===== src/crc8_checked_frame_sync_core_macros.svh =====
// ---------------------------------------------------------------------------
// crc8_checked_frame_sync_core_macros.svh
// Assertion macros used by the frame sync core module.
// ---------------------------------------------------------------------------
`ifndef CRC8_CHECKED_FRAME_SYNC_CORE_MACROS_SVH
`define CRC8_CHECKED_FRAME_SYNC_CORE_MACROS_SVH

// same-cycle implication, disabled in reset
`define C8FS_ASSERT_SAME(label, ante, cons, msg) \
  label: assert property (@(posedge clk) disable iff (rst) (ante) |-> (cons)) \
    else $error(msg);

// next-cycle implication, disabled in reset
`define C8FS_ASSERT_NEXT(label, ante, cons, msg) \
  label: assert property (@(posedge clk) disable iff (rst) (ante) |=> (cons)) \
    else $error(msg);

`endif


===== src/c8fs_pkg.sv =====
// ---------------------------------------------------------------------------
// c8fs_pkg
// Types, constants and the CRC-8 byte step for the frame sync core.
// ---------------------------------------------------------------------------
package c8fs_pkg;

  localparam logic [7:0] HDR_BYTE   = 8'h3A;
  localparam logic [7:0] CRC_POLY   = 8'h31;
  localparam logic [7:0] CRC_INIT   = 8'hFF;
  localparam logic [2:0] FRAME_GAP  = 3'd4;

  typedef enum logic {
    KIND_FRAME   = 1'b0,
    KIND_CRC_ERR = 1'b1
  } c8fs_kind_t;

  typedef struct packed {
    c8fs_kind_t  kind;
    logic [6:0]  tag;
    logic [15:0] value;
  } c8fs_result_t;

  typedef struct packed {
    logic         valid;
    c8fs_result_t result;
    logic [2:0]   skip;
  } c8fs_status_t;

  // one byte through CRC-8, MSB first
  function automatic logic [7:0] crc_feed(input logic [7:0] crc, input logic [7:0] b);
    logic [7:0] c;
    c = crc ^ b;
    for (int k = 0; k < 8; k++) begin
      if (c[7]) begin
        c = {c[6:0], 1'b0} ^ CRC_POLY;
      end else begin
        c = {c[6:0], 1'b0};
      end
    end
    return c;
  endfunction

endpackage


===== src/crc8_checked_frame_sync_core.sv =====
// ---------------------------------------------------------------------------
// crc8_checked_frame_sync_core
// Header-synchronized deframer with CRC-8 (poly 0x31, init 0xFF) check.
//
// Input stream: one received byte per transaction on s_tdata.
// Output stream: at most one result per input byte. m_tuser is the kind
// (0 good frame, 1 header seen but CRC mismatch); m_tdata carries the tag
// (low 7 bits) and the 16-bit data. Error results carry zero fields.
// Frames are 5 bytes: 0x3A, tag, data low, data high, CRC over the middle
// three. After a good frame its remaining bytes are not window starts.
// The result for a byte is registered and appears in the cycle after that
// byte is accepted. Throughput: one byte per cycle while the receiver keeps
// up; CRC partials are kept per byte so the check is one compare on the new byte.
// Reset clears the window to zero and skips the first four bytes.
// When the receiver stalls, the output register holds its result and
// s_tready drops until the result is taken.
// ---------------------------------------------------------------------------
`include "crc8_checked_frame_sync_core_macros.svh"

module crc8_checked_frame_sync_core (
  input  logic        clk,
  input  logic        rst,
  input  logic        s_tvalid,
  output logic        s_tready,
  input  logic [7:0]  s_tdata,   // [7:0] rx_byte
  output logic        m_tvalid,
  input  logic        m_tready,
  output logic [23:0] m_tdata,   // [6:0] tag, [22:7] frame_value, [23] zero
  output logic [0:0]  m_tuser    // [0] kind
);
  import c8fs_pkg::*;

  logic         s_fire;
  logic [7:0]   crc3;
  c8fs_status_t status;

  assign s_tready = !m_tvalid || m_tready;
  assign s_fire   = s_tvalid && s_tready;

  c8fs_crc_pipe u_crc (
    .clk     (clk),
    .accept  (s_fire),
    .rx_byte (s_tdata),
    .crc3    (crc3)
  );

  c8fs_window u_window (
    .clk     (clk),
    .rst     (rst),
    .accept  (s_fire),
    .rx_byte (s_tdata),
    .crc3    (crc3),
    .status  (status)
  );

  always_ff @(posedge clk) begin
    if (rst) begin
      m_tvalid <= 1'b0;
    end else if (s_fire) begin
      m_tvalid <= status.valid;
    end else if (m_tready) begin
      m_tvalid <= 1'b0;
    end
  end

  always_ff @(posedge clk) begin
    if (s_fire) begin
      m_tdata <= {1'b0, status.result.value, status.result.tag};
      m_tuser <= status.result.kind;
    end
  end

  `C8FS_ASSERT_NEXT(a_gap_after_frame, s_fire && status.valid && status.result.kind == KIND_FRAME, status.skip == FRAME_GAP, "skip not reloaded after good frame")
  `C8FS_ASSERT_SAME(a_err_fields_zero, m_tvalid && m_tuser[0], m_tdata == 24'd0, "error result has nonzero fields")
  `C8FS_ASSERT_SAME(a_stall_only_full, !s_tready, m_tvalid, "input stalled with empty output")

endmodule


===== src/c8fs_crc_pipe.sv =====
// ---------------------------------------------------------------------------
// c8fs_crc_pipe
// Running CRC-8 over the last one, two and three accepted bytes.
// ---------------------------------------------------------------------------
module c8fs_crc_pipe (
  input  logic       clk,
  input  logic       accept,
  input  logic [7:0] rx_byte,
  output logic [7:0] crc3
);
  import c8fs_pkg::*;

  logic [7:0] crc1;
  logic [7:0] crc2;

  always_ff @(posedge clk) begin
    if (accept) begin
      crc1 <= crc_feed(CRC_INIT, rx_byte);
      crc2 <= crc_feed(crc1, rx_byte);
      crc3 <= crc_feed(crc2, rx_byte);
    end
  end

endmodule


===== src/c8fs_window.sv =====
// ---------------------------------------------------------------------------
// c8fs_window
// Byte window, skip counter and frame decision.
// ---------------------------------------------------------------------------
module c8fs_window (
  input  logic               clk,
  input  logic               rst,
  input  logic               accept,
  input  logic [7:0]         rx_byte,
  input  logic [7:0]         crc3,
  output c8fs_pkg::c8fs_status_t status
);
  import c8fs_pkg::*;

  logic [7:0] recent [4];
  logic [2:0] skip;
  logic [2:0] skip_next;
  logic       hit;
  logic       crc_ok;

  assign hit    = (skip == 3'd0) && (recent[0] == HDR_BYTE);
  assign crc_ok = (crc3 == rx_byte);

  always_comb begin
    status.valid        = hit;
    status.skip         = skip;
    status.result.kind  = crc_ok ? KIND_FRAME : KIND_CRC_ERR;
    status.result.tag   = crc_ok ? recent[1][6:0] : 7'd0;
    status.result.value = crc_ok ? {recent[3], recent[2]} : 16'd0;
  end

  always_comb begin
    skip_next = skip;
    priority if (skip != 3'd0) begin
      skip_next = skip - 3'd1;
    end else if (hit && crc_ok) begin
      skip_next = FRAME_GAP;
    end
  end

  always_ff @(posedge clk) begin
    if (rst) begin
      skip <= FRAME_GAP;
      for (int k = 0; k < 4; k++) recent[k] <= 8'd0;
    end else if (accept) begin
      skip      <= skip_next;
      recent[0] <= recent[1];
      recent[1] <= recent[2];
      recent[2] <= recent[3];
      recent[3] <= rx_byte;
    end
  end

endmodule


===== config.mk =====
export PLATFORM = sky130hd
export DESIGN_NAME = crc8_checked_frame_sync_core
export DESIGN_NICKNAME = d
export VERILOG_FILES = /design/src/c8fs_pkg.sv /design/src/crc8_checked_frame_sync_core.sv /design/src/c8fs_crc_pipe.sv /design/src/c8fs_window.sv
export VERILOG_INCLUDE_DIRS = /design/src /design/src/src
export SDC_FILE = /design/constraint.sdc
export NUM_CORES = 1
export LEC_CHECK = 0
export BUFFER_PORTS_ARGS = -buffer_cell sky130_fd_sc_hd__buf_2
export CORE_MARGIN = 8
export CORE_UTILIZATION = 45
export CTS_CLUSTER_DIAMETER = 30
export DETAILED_ROUTE_END_ITERATION = 12
export PLACE_DENSITY = 0.73
export SLEW_MARGIN = 25
export SYNTH_ARGS = -nofsm -noshare
export SYNTH_HDL_FRONTEND = slang
export SYNTH_SLANG_ARGS = --single-unit

===== constraint.sdc =====
create_clock -name clk -period 4 [get_ports clk]
set_clock_uncertainty 0.1 [all_clocks]
set_input_delay 0.4 -clock clk [delete_from_list [all_inputs] [get_ports clk]]
set_output_delay 0.4 -clock clk [all_outputs]
set_load 0.005 [all_outputs]

==> impl_metrics.json, run 1 <==
{
  "setup_viol_count_final": 0,
  "num_vias": 1904,
  "cts_buffers": 9,
  "fin_crit_sh_pct": 49.6,
  "grt_pass1_vias": 2008,
  "crit_start": "m_tvalid",
  "outcome": "complete, no violations",
  "yosysSeqAreaShare_pct": 66.6,
  "placement.cell_area_mm2": 0.00399,
  "wirelength_um": 5720,
  "grt_first_pass_wirelength_um": 9500,
  "finalNetCount": 296,
  "gp_congestion": 0.772,
  "worstSetupEndpointType": "flop",
  "tightestPinTransition_ns": 0.826,
  "final_hold_viol_count": 0,
  "route.detailed.drc": 0,
  "synth.distinct_cells": 29,
  "overflow": 0,
  "cts_root_buffer": "clkbuf_8",
  "final_cell_area_mm2": 0.00416,
  "cpPeakStageDelay_ns": 0.69,
  "dr.first_iter.drc_count": 97,
  "cp_data_arrival_time_ns": 2.12,
  "area_growth_syn_to_layout_pct": 11.7,
  "synthArstFlopShare_pct": 0,
  "period_needed_ns": 1.98,
  "critical_path.top_delay_family": "buffers and inverters",
  "synth_nets": 258,
  "io_pins": 39,
  "portBuffers": 37,
  "worstSetupStartpointType": "flop",
  "cp_max_fo": 49,
  "crit_type": "flop to flop",
  "critical_path.cell_chain": "nand2b_1, nand2_1, clkinv_2, nand4_1, o21ai_0",
  "slew_headroom_pct": 44.9,
  "netlist_area_mm2": 0.00373,
  "r2r-start": "m_tvalid",
  "cts_max_level": 3,
  "reg2reg_to": "u_window.skip[2]",
  "crit_end": "u_window.skip[2]",
  "cts.sinks": 84,
  "rr_worst_depth": 5,
  "wl_per_cell_um": 14.5,
  "start_util_pct": 45.8,
  "die_x_um": 107,
  "ys_warn_count": 0,
  "rsz0062_at_grt": "no",
  "clock_path_buffers": 2,
  "cap_violations": 0,
  "synthFlopType": "edfxtp_1",
  "cts_resized": 0,
  "synth-seq-cells": 84,
  "cp.depth": 5,
  "r2r_slack_ns": 2.02,
  "ant_nets": 0,
  "placeableCoreArea_mm2": 0.00813,
  "syn_inst": 246,
  "p_leak_nw": 1.63,
  "power_density_mw_per_mm2": 561,
  "drv_slew": 0,
  "antenna_found_initial": 0,
  "cts_hold_buf": 0,
  "dr.pass1.iters": 4,
  "required_ns": 4.14,
  "post_cts_buffers": 0,
  "rows": 33,
  "synth-edff-count": 80,
  "path_clk_slew_ns": 0.09,
  "clock_latency_ns": 0.35,
  "hpwl_um": 3900,
  "avgSynthCellArea_um2": 15.2,
  "min_path_type": "primary input to flop",
  "grt_max_degree": 50,
  "path_buf_inv": 1,
  "die-area_mm2": 0.0115,
  "peakVddDrop_uv": 287,
  "drive_gt1_share_pct": 23.5,
  "die_y_um": 107,
  "cts_tree": "yes",
  "cp_slowest_cell": "clkinv_2",
  "via_per_inst": 4.83,
  "fmax_ghz": 0.504,
  "fin_setup_tns_ns": 0,
  "n_antenna_cell": 0,
  "grt.total_usage_pct": 10.8
}
-- worst reg2reg max path, cell delays in order, from the launching register on --
cell and delay [ns]:
dfxtp_1 0.34, nand2b_1 0.10, nand2_1 0.20, clkinv_2 0.69
nand4_1 0.33, o21ai_0 0.12
-- Yosys cell counts, types with 3 or more instances --
| cell type | instances | area share, % |
|---|---|---|
| nand2_1 | 3 | 0.30 |
| and2_1 | 32 | 5.4 |
| xnor2_1 | 37 | 8.7 |
| a21oi_1 | 4 | 0.54 |
| and3_1 | 23 | 3.9 |
| clkbuf_1 | 3 | 0.30 |
| xor2_1 | 23 | 5.4 |
| edfxtp_1 | 80 | 64 |
| xnor2_2 | 5 | 2.2 |
| nor2_1 | 3 | 0.30 |
| dfxtp_1 | 4 | 2.1 |
| buf_2 | 5 | 0.67 |
| buf_6 | 3 | 0.91 |
-- metal layers --
metal,vias up,routed length (um),GRT usage (%)
li1,929,-,-
met1,926,2260,11.0
met2,45,3000,19.2
met3,4,419,5.40
met4,0,42,2.41
met5,-,0,0
-- how the worst min path moves through the flow --
stage,start,end,slack (ns),depth (start not counted)
3_3_place_gp,u_window.skip[0],u_window.skip[0],0.38,2
3_5_place_dp,u_window.skip[0],u_window.skip[0],0.39,2
4_1_cts,rst,m_tvalid,0.15,2
5_1_grt,rst,m_tvalid,0.15,2
6_report,rst,m_tvalid,0.17,2
2_1_floorplan,u_window.skip[0],u_window.skip[0],0.36,2
-- placed cells by master (no fill, tap or decap), types with 4 or more instances in the layout --
cell type  netlist  layout
buf_4            1       4
xor2_1          23      23
clkbuf_8         0       9
xnor2_2          5       5
and2_1          32      32
dfxtp_1          4       4
edfxtp_1        80      80
a21oi_1          4       4
and3_1          23      23
buf_2            5      37
xnor2_1         37      37
-- metrics by stage --
stage	power [mW]	hold slack (ns)	util [%]	setup WS, ns	cells
global placement	1.80	0.380	49.0	1.88	378
global route	2.46	0.151	51.2	1.73	394
CTS	2.37	0.151	51.2	1.94	394
detailed placement	1.83	0.393	49.0	1.76	378
floorplan	1.72	0.357	-	1.76	246
finish	2.34	0.173	51.2	2.02	394
-- cells by family after synthesis --
group	count (synthesis)	share of synthesized area, %
flip-flops	84	66.6
XOR/XNOR	68	17.9
AND/OR/NAND/NOR	72	12.2
AO/OA/AOI/OAI	6	0.806
buffers and inverters	15	2.45
other	1	0.101
-- state kept, by name (all words and copies together), names as in the netlist --
register         flops
u_crc.crc1           8
m_tuser              1
u_window.recent     32
u_crc.crc3           8
m_tvalid             1
m_tdata             23
u_window.skip        3
u_crc.crc2           8
-- area by class of cell --
| class | count | area (um2) |
|---|---|---|
| clock buffer | 10 | 128 |
| clock inverter | 6 | 48.8 |
| fill | 698 | 3970 |
| inverter | 1 | 5.00 |
| multi-input combinational | 147 | 1150 |
| sequential | 84 | 2480 |
| tap | 105 | 131 |
| timing repair buffer | 41 | 215 |
-- power breakdown --
| part | leakage [nW] | internal (mW) | switching [mW] |
|---|---|---|---|
| registers | 0.867 | 1.16 | 0.0606 |
| logic | 0.682 | 0.280 | 0.297 |
| clock network | 0.0795 | 0.231 | 0.304 |
(Power assumes the default switching activity.)
==> inputs of run 2 (changes only) <==
--- a/config.mk
+++ b/config.mk
@@ -11,7 +11,7 @@
 export CORE_UTILIZATION = 45
 export CTS_CLUSTER_DIAMETER = 30
 export DETAILED_ROUTE_END_ITERATION = 12
-export PLACE_DENSITY = 0.73
+export PLACE_DENSITY = 0.75
 export SLEW_MARGIN = 25
 export SYNTH_ARGS = -nofsm -noshare
 export SYNTH_HDL_FRONTEND = slang
==> constraint.sdc (replaced) <==
create_clock -name clk -period 1.8 [get_ports clk]
set_clock_uncertainty 0.1 [all_clocks]
set_input_delay 0.18 -clock clk [delete_from_list [all_inputs] [get_ports clk]]
set_output_delay 0.18 -clock clk [all_outputs]
set_load 0.005 [all_outputs]
==> impl_metrics.json, run 2 (synthesis results as in run 1) <==
{
  "peakVddDrop_uv": 663,
  "p_leak_nw": 1.67,
  "post_cts_buffers": 0,
  "crit_path_frequent_cell": "xnor2_2",
  "crit_type": "flop to flop",
  "p_sw_share_pct": 28.1,
  "largest_register": "u_window.recent",
  "start_util_pct": 45.8,
  "portBuffers": 37,
  "fin_setup_tns_ns": 0,
  "cts_resized": 0,
  "drive_gt1_share_pct": 25.3,
  "min_path_type": "primary input to flop",
  "path_buf_inv": 0,
  "antenna_found_initial": 0,
  "grt_max_degree": 49,
  "p_total_mw": 5.39,
  "num_vias": 1910,
  "final_hold_viol_count": 0,
  "die_y_um": 107,
  "wl_per_cell_um": 15.2,
  "hpwl_um": 4070,
  "fillers": 690,
  "route.detailed.drc": 0,
  "cts_hold_buf": 1,
  "dr.first_iter.drc_count": 115,
  "placement.cell_area_mm2": 0.00404,
  "outcome": "complete, no violations",
  "final_cell_area_mm2": 0.00425,
  "cts_max_level": 3,
  "setup_viol_count_final": 0,
  "p_int_mw": 3.88,
  "critical_path.top_delay_family": "XOR/XNOR gates",
  "cpPeakStageDelay_ns": 0.45,
  "largest_reg_flops": 32,
  "critical_path.cell_chain": "xor2_4, xnor2_2, xnor2_2, xor2_1",
  "setup_slack_ns": 0.154,
  "grt_first_pass_wirelength_um": 9990,
  "worstSetupStartpointType": "flop",
  "io_pins": 39,
  "overflow": 0,
  "placeableCoreArea_mm2": 0.00813,
  "drv_slew": 0,
  "die_x_um": 107,
  "grt_pass1_vias": 1990,
  "fin_crit_sh_pct": 91.4,
  "dp_slack_ns": 0.153,
  "final_common_cell": "edfxtp_1",
  "n_antenna_cell": 0,
  "path_clk_slew_ns": 0.09,
  "fmax_ghz": 0.608,
  "grt.total_usage_pct": 11.4,
  "required_ns": 1.78,
  "ant_nets": 0,
  "wirelength_um": 6050,
  "cts_tree": "yes",
  "cp_data_arrival_time_ns": 1.62,
  "p_seq_share_pct": 50.6,
  "rows": 33,
  "cts_root_buffer": "clkbuf_8",
  "dr.pass1.iters": 4,
  "via_per_inst": 4.81,
  "cap_violations": 0,
  "area_growth_syn_to_layout_pct": 14.1,
  "largestRegisters": "u_window.recent (32), m_tdata (23)",
  "cp_slowest_cell": "edfxtp_1",
  "cts_buffers": 9,
  "finalNetCount": 299,
  "worstSetupEndpointType": "flop",
  "p_comb_share_pct": 24.5,
  "gp_congestion": 0.792,
  "p_sw_mw": 1.51,
  "cts.sinks": 84,
  "rsz0062_at_grt": "no",
  "pwr-share-clk_pct": 24.8,
  "cp_max_fo": 3,
  "clock_path_buffers": 2,
  "period_needed_ns": 1.65,
  "power_density_mw_per_mm2": 1270,
  "final_cell_mix": "edfxtp_1 (80), xnor2_1 (37), buf_2 (37), and2_1 (32)",
  "die-area_mm2": 0.0115,
  "clock_latency_ns": 0.35
}
==> run 2: path summary, 6_finish.rpt <==
check / start / endpoint / slack [ns] / cells past startpoint
setup / recovery: u_crc.crc1[6] / u_crc.crc2[5] / 0.15 / 4
hold / removal: m_tready / m_tvalid / 0.02 / 3
setup reg to reg: u_crc.crc1[6] / u_crc.crc2[5] / 0.15 / 4
hold reg to reg: u_window.skip[0] / u_window.skip[0] / 0.41 / 2
==> run 2: layout make-up <==
cell class / count / area [um2] / area share, %
sequential: 84 / 2480 / 58.4
multi-input combinational: 147 / 1170 / 27.4
timing repair buffer: 44 / 265 / 6.24
tap: 105 / 131 / 3.09
clock buffer: 10 / 128 / 3.00
clock inverter: 6 / 72.6 / 1.71
inverter: 1 / 7.51 / 0.176
==> run 2: worst reg2reg max path, stage by stage (launching register included) <==
cell	delay (ns)
edfxtp_1	0.45
xor2_4	0.19
xnor2_2	0.26
xnor2_2	0.16
xor2_1	0.20
==> run 2: metal layers <==
| layer | share of wire, % | GRT usage (%) |
|---|---|---|
| met1 | 41 | 12.7 |
| met2 | 51 | 18.9 |
| met3 | 6.4 | 5.28 |
| met4 | 1.5 | 4.12 |
| met5 | 0 | 0 |
==> run 2: power groups by stage <==
stage               sequential [mW]  combinational, mW  clock [mW]
finish                         2.73               1.32        1.34
floorplan                      2.74               1.08           0
detailed placement             2.77               1.33           0
CTS                            2.73               1.35        1.37
global placement               2.76               1.29           0
global route                   2.76               1.46        1.45
==> run 2: through the flow <==
step | hold WS (ns) | std cells | util, %
floorplan | 0.142 | 246 | -
global placement | 0.309 | 380 | 49.7
detailed placement | 0.326 | 380 | 49.7
CTS | 0.00543 | 397 | 52.3
global route | 0.0129 | 397 | 52.3
finish | 0.0248 | 397 | 52.3
==> inputs of run 3 (changes only) <==
--- a/config.mk
+++ b/config.mk
@@ -11,7 +11,8 @@
 export CORE_UTILIZATION = 45
 export CTS_CLUSTER_DIAMETER = 30
 export DETAILED_ROUTE_END_ITERATION = 12
-export PLACE_DENSITY = 0.75
+export PLACE_DENSITY = 0.73
+export REMOVE_ABC_BUFFERS = 1
 export SLEW_MARGIN = 25
 export SYNTH_ARGS = -nofsm -noshare
 export SYNTH_HDL_FRONTEND = slang
==> constraint.sdc (replaced) <==
create_clock -name clk -period 1.55 [get_ports clk]
set_clock_uncertainty 0.1 [all_clocks]
set_input_delay 0.155 -clock clk [delete_from_list [all_inputs] [get_ports clk]]
set_output_delay 0.155 -clock clk [all_outputs]
set_load 0.005 [all_outputs]
==> impl_metrics.json, run 3 (synthesis results as in run 1) <==
{
  "outcome": "complete, no violations",
  "dr.pass1.iters": 4,
  "cts_tree": "yes",
  "die_y_um": 107,
  "p_seq_share_pct": 47.4,
  "wirelength_um": 6400,
  "p_int_mw": 4.77,
  "setup_viol_count_final": 0,
  "final_hold_viol_count": 0,
  "crit_type": "flop to flop",
  "grt_first_pass_wirelength_um": 10300,
  "gp_congestion": 0.785,
  "peakVddDrop_uv": 628,
  "drive_gt1_share_pct": 31.5,
  "rows": 33,
  "dp_slack_ns": -0.0463,
  "min_path_type": "primary input to flop",
  "fmax_ghz": 0.646,
  "hold_slack_ns": 0.0221,
  "fin_crit_sh_pct": 99.8,
  "grt_max_degree": 49,
  "final_cell_area_mm2": 0.00447,
  "worstSetupEndpointType": "flop",
  "clock_path_buffers": 2,
  "antenna_found_initial": 0,
  "path_clk_slew_ns": 0.09,
  "grt_pass1_vias": 2109,
  "period_needed_ns": 1.55,
  "route.detailed.drc": 0,
  "largest_reg_flops": 32,
  "fillers": 648,
  "die-area_mm2": 0.0115,
  "wl_per_cell_um": 15.3,
  "via_per_inst": 4.83,
  "p_leak_nw": 1.81,
  "fin_setup_tns_ns": 0,
  "setup_slack_ns": 0.00319,
  "worstSetupStartpointType": "flop",
  "largest_register": "u_window.recent",
  "hpwl_um": 4130,
  "die_x_um": 107,
  "cap_violations": 0,
  "p_total_mw": 6.66,
  "drv_slew": 0,
  "overflow": 0,
  "layout.cells.non_filler": 419,
  "cts_root_buffer": "clkbuf_8",
  "placeableCoreArea_mm2": 0.00813,
  "start_util_pct": 45.8,
  "final_common_cell": "edfxtp_1",
  "cp_data_arrival_time_ns": 1.55,
  "required_ns": 1.55,
  "power_density_mw_per_mm2": 1490,
  "p_sw_share_pct": 28.4,
  "final_util_pct": 55.0,
  "portBuffers": 37,
  "cts.sinks": 84,
  "p_comb_share_pct": 28.2,
  "n_antenna_cell": 0,
  "cts_max_level": 3,
  "pwr-share-clk_pct": 24.4,
  "largestRegisters": "u_window.recent (32), m_tdata (23)",
  "io_pins": 39,
  "rsz0062_at_grt": "yes",
  "dr.first_iter.drc_count": 76,
  "clock_latency_ns": 0.35,
  "grt.total_usage_pct": 11.6,
  "cp_max_fo": 5,
  "cts_buffers": 9,
  "ant_nets": 0,
  "final_cell_mix": "edfxtp_1 (80), buf_2 (38), xnor2_1 (32), and2_1 (32)",
  "placement.cell_area_mm2": 0.00416,
  "finalNetCount": 321,
  "num_vias": 2022,
  "dp.cells": 396,
  "p_sw_mw": 1.89,
  "area_growth_syn_to_layout_pct": 20.0
}
[run 3: changes by cell type in the layout (fill, tap and decap cells not counted), sizes merged]
cell | before | now
buf | 43 | 65
clkbuf | 10 | 9
clkinv | 3 | 1
inv | 1 | 4
[run 3: cell type report]
| class | instances | area [um2] | area share [%] |
|---|---|---|---|
| Sequential cell | 84 | 2480 | 55.5 |
| Clock buffer | 9 | 124 | 2.77 |
| Inverter | 1 | 3.75 | 0.0839 |
| Timing Repair Buffer | 66 | 444 | 9.93 |
| Tap cell | 105 | 131 | 2.94 |
| Clock inverter | 7 | 82.6 | 1.85 |
| Multi-Input combinational cell | 147 | 1210 | 27.0 |
[run 3: worst max-delay path, stage by stage, from the launching register on]
cell      delay [ns]
edfxtp_1        0.38
xor2_1          0.18
nor4_4          0.28
buf_4           0.18
buf_6           0.12
nand2_1         0.06
[run 3: final timing paths]
| check | from | to | slack, ns | cells after the start |
|---|---|---|---|---|
| worst min register to register | u_window.skip[0] | u_window.skip[0] | 0.40 | 2 |
| worst max register to register | u_crc.crc3[0] | m_tuser | 0.003 | 5 |
| worst max-delay path | u_crc.crc3[0] | m_tuser | 0.003 | 5 |
| worst min-delay path | s_tvalid | u_window.skip[2] | 0.02 | 4 |
[run 3: metal layers]
layer / wire [um] / GRT usage [%]
met1: 2710 / 13.2
met2: 3220 / 19.5
met3: 347 / 3.36
met4: 121 / 6.03
met5: 0 / 0
[run 3: timing repair]
item                                   in CTS  in global routing
cloned                                      0                  3
buffers inserted                            1                  2
pin swaps                                   2                  9
hold buffers                                1                  0
endpoints found under the hold margin       4                  0
resized for setup                           3                 13
setup endpoints to repair                   6                 33
[run 3: power by group through the flow]
stage,sequential [mW],clock (mW),combinational (mW)
finish,3.16,1.62,1.88
global route,3.20,1.75,2.06
CTS,3.15,1.66,1.77
detailed placement,3.20,0,1.68
global placement,3.19,0,1.63
floorplan,3.18,0,1.20
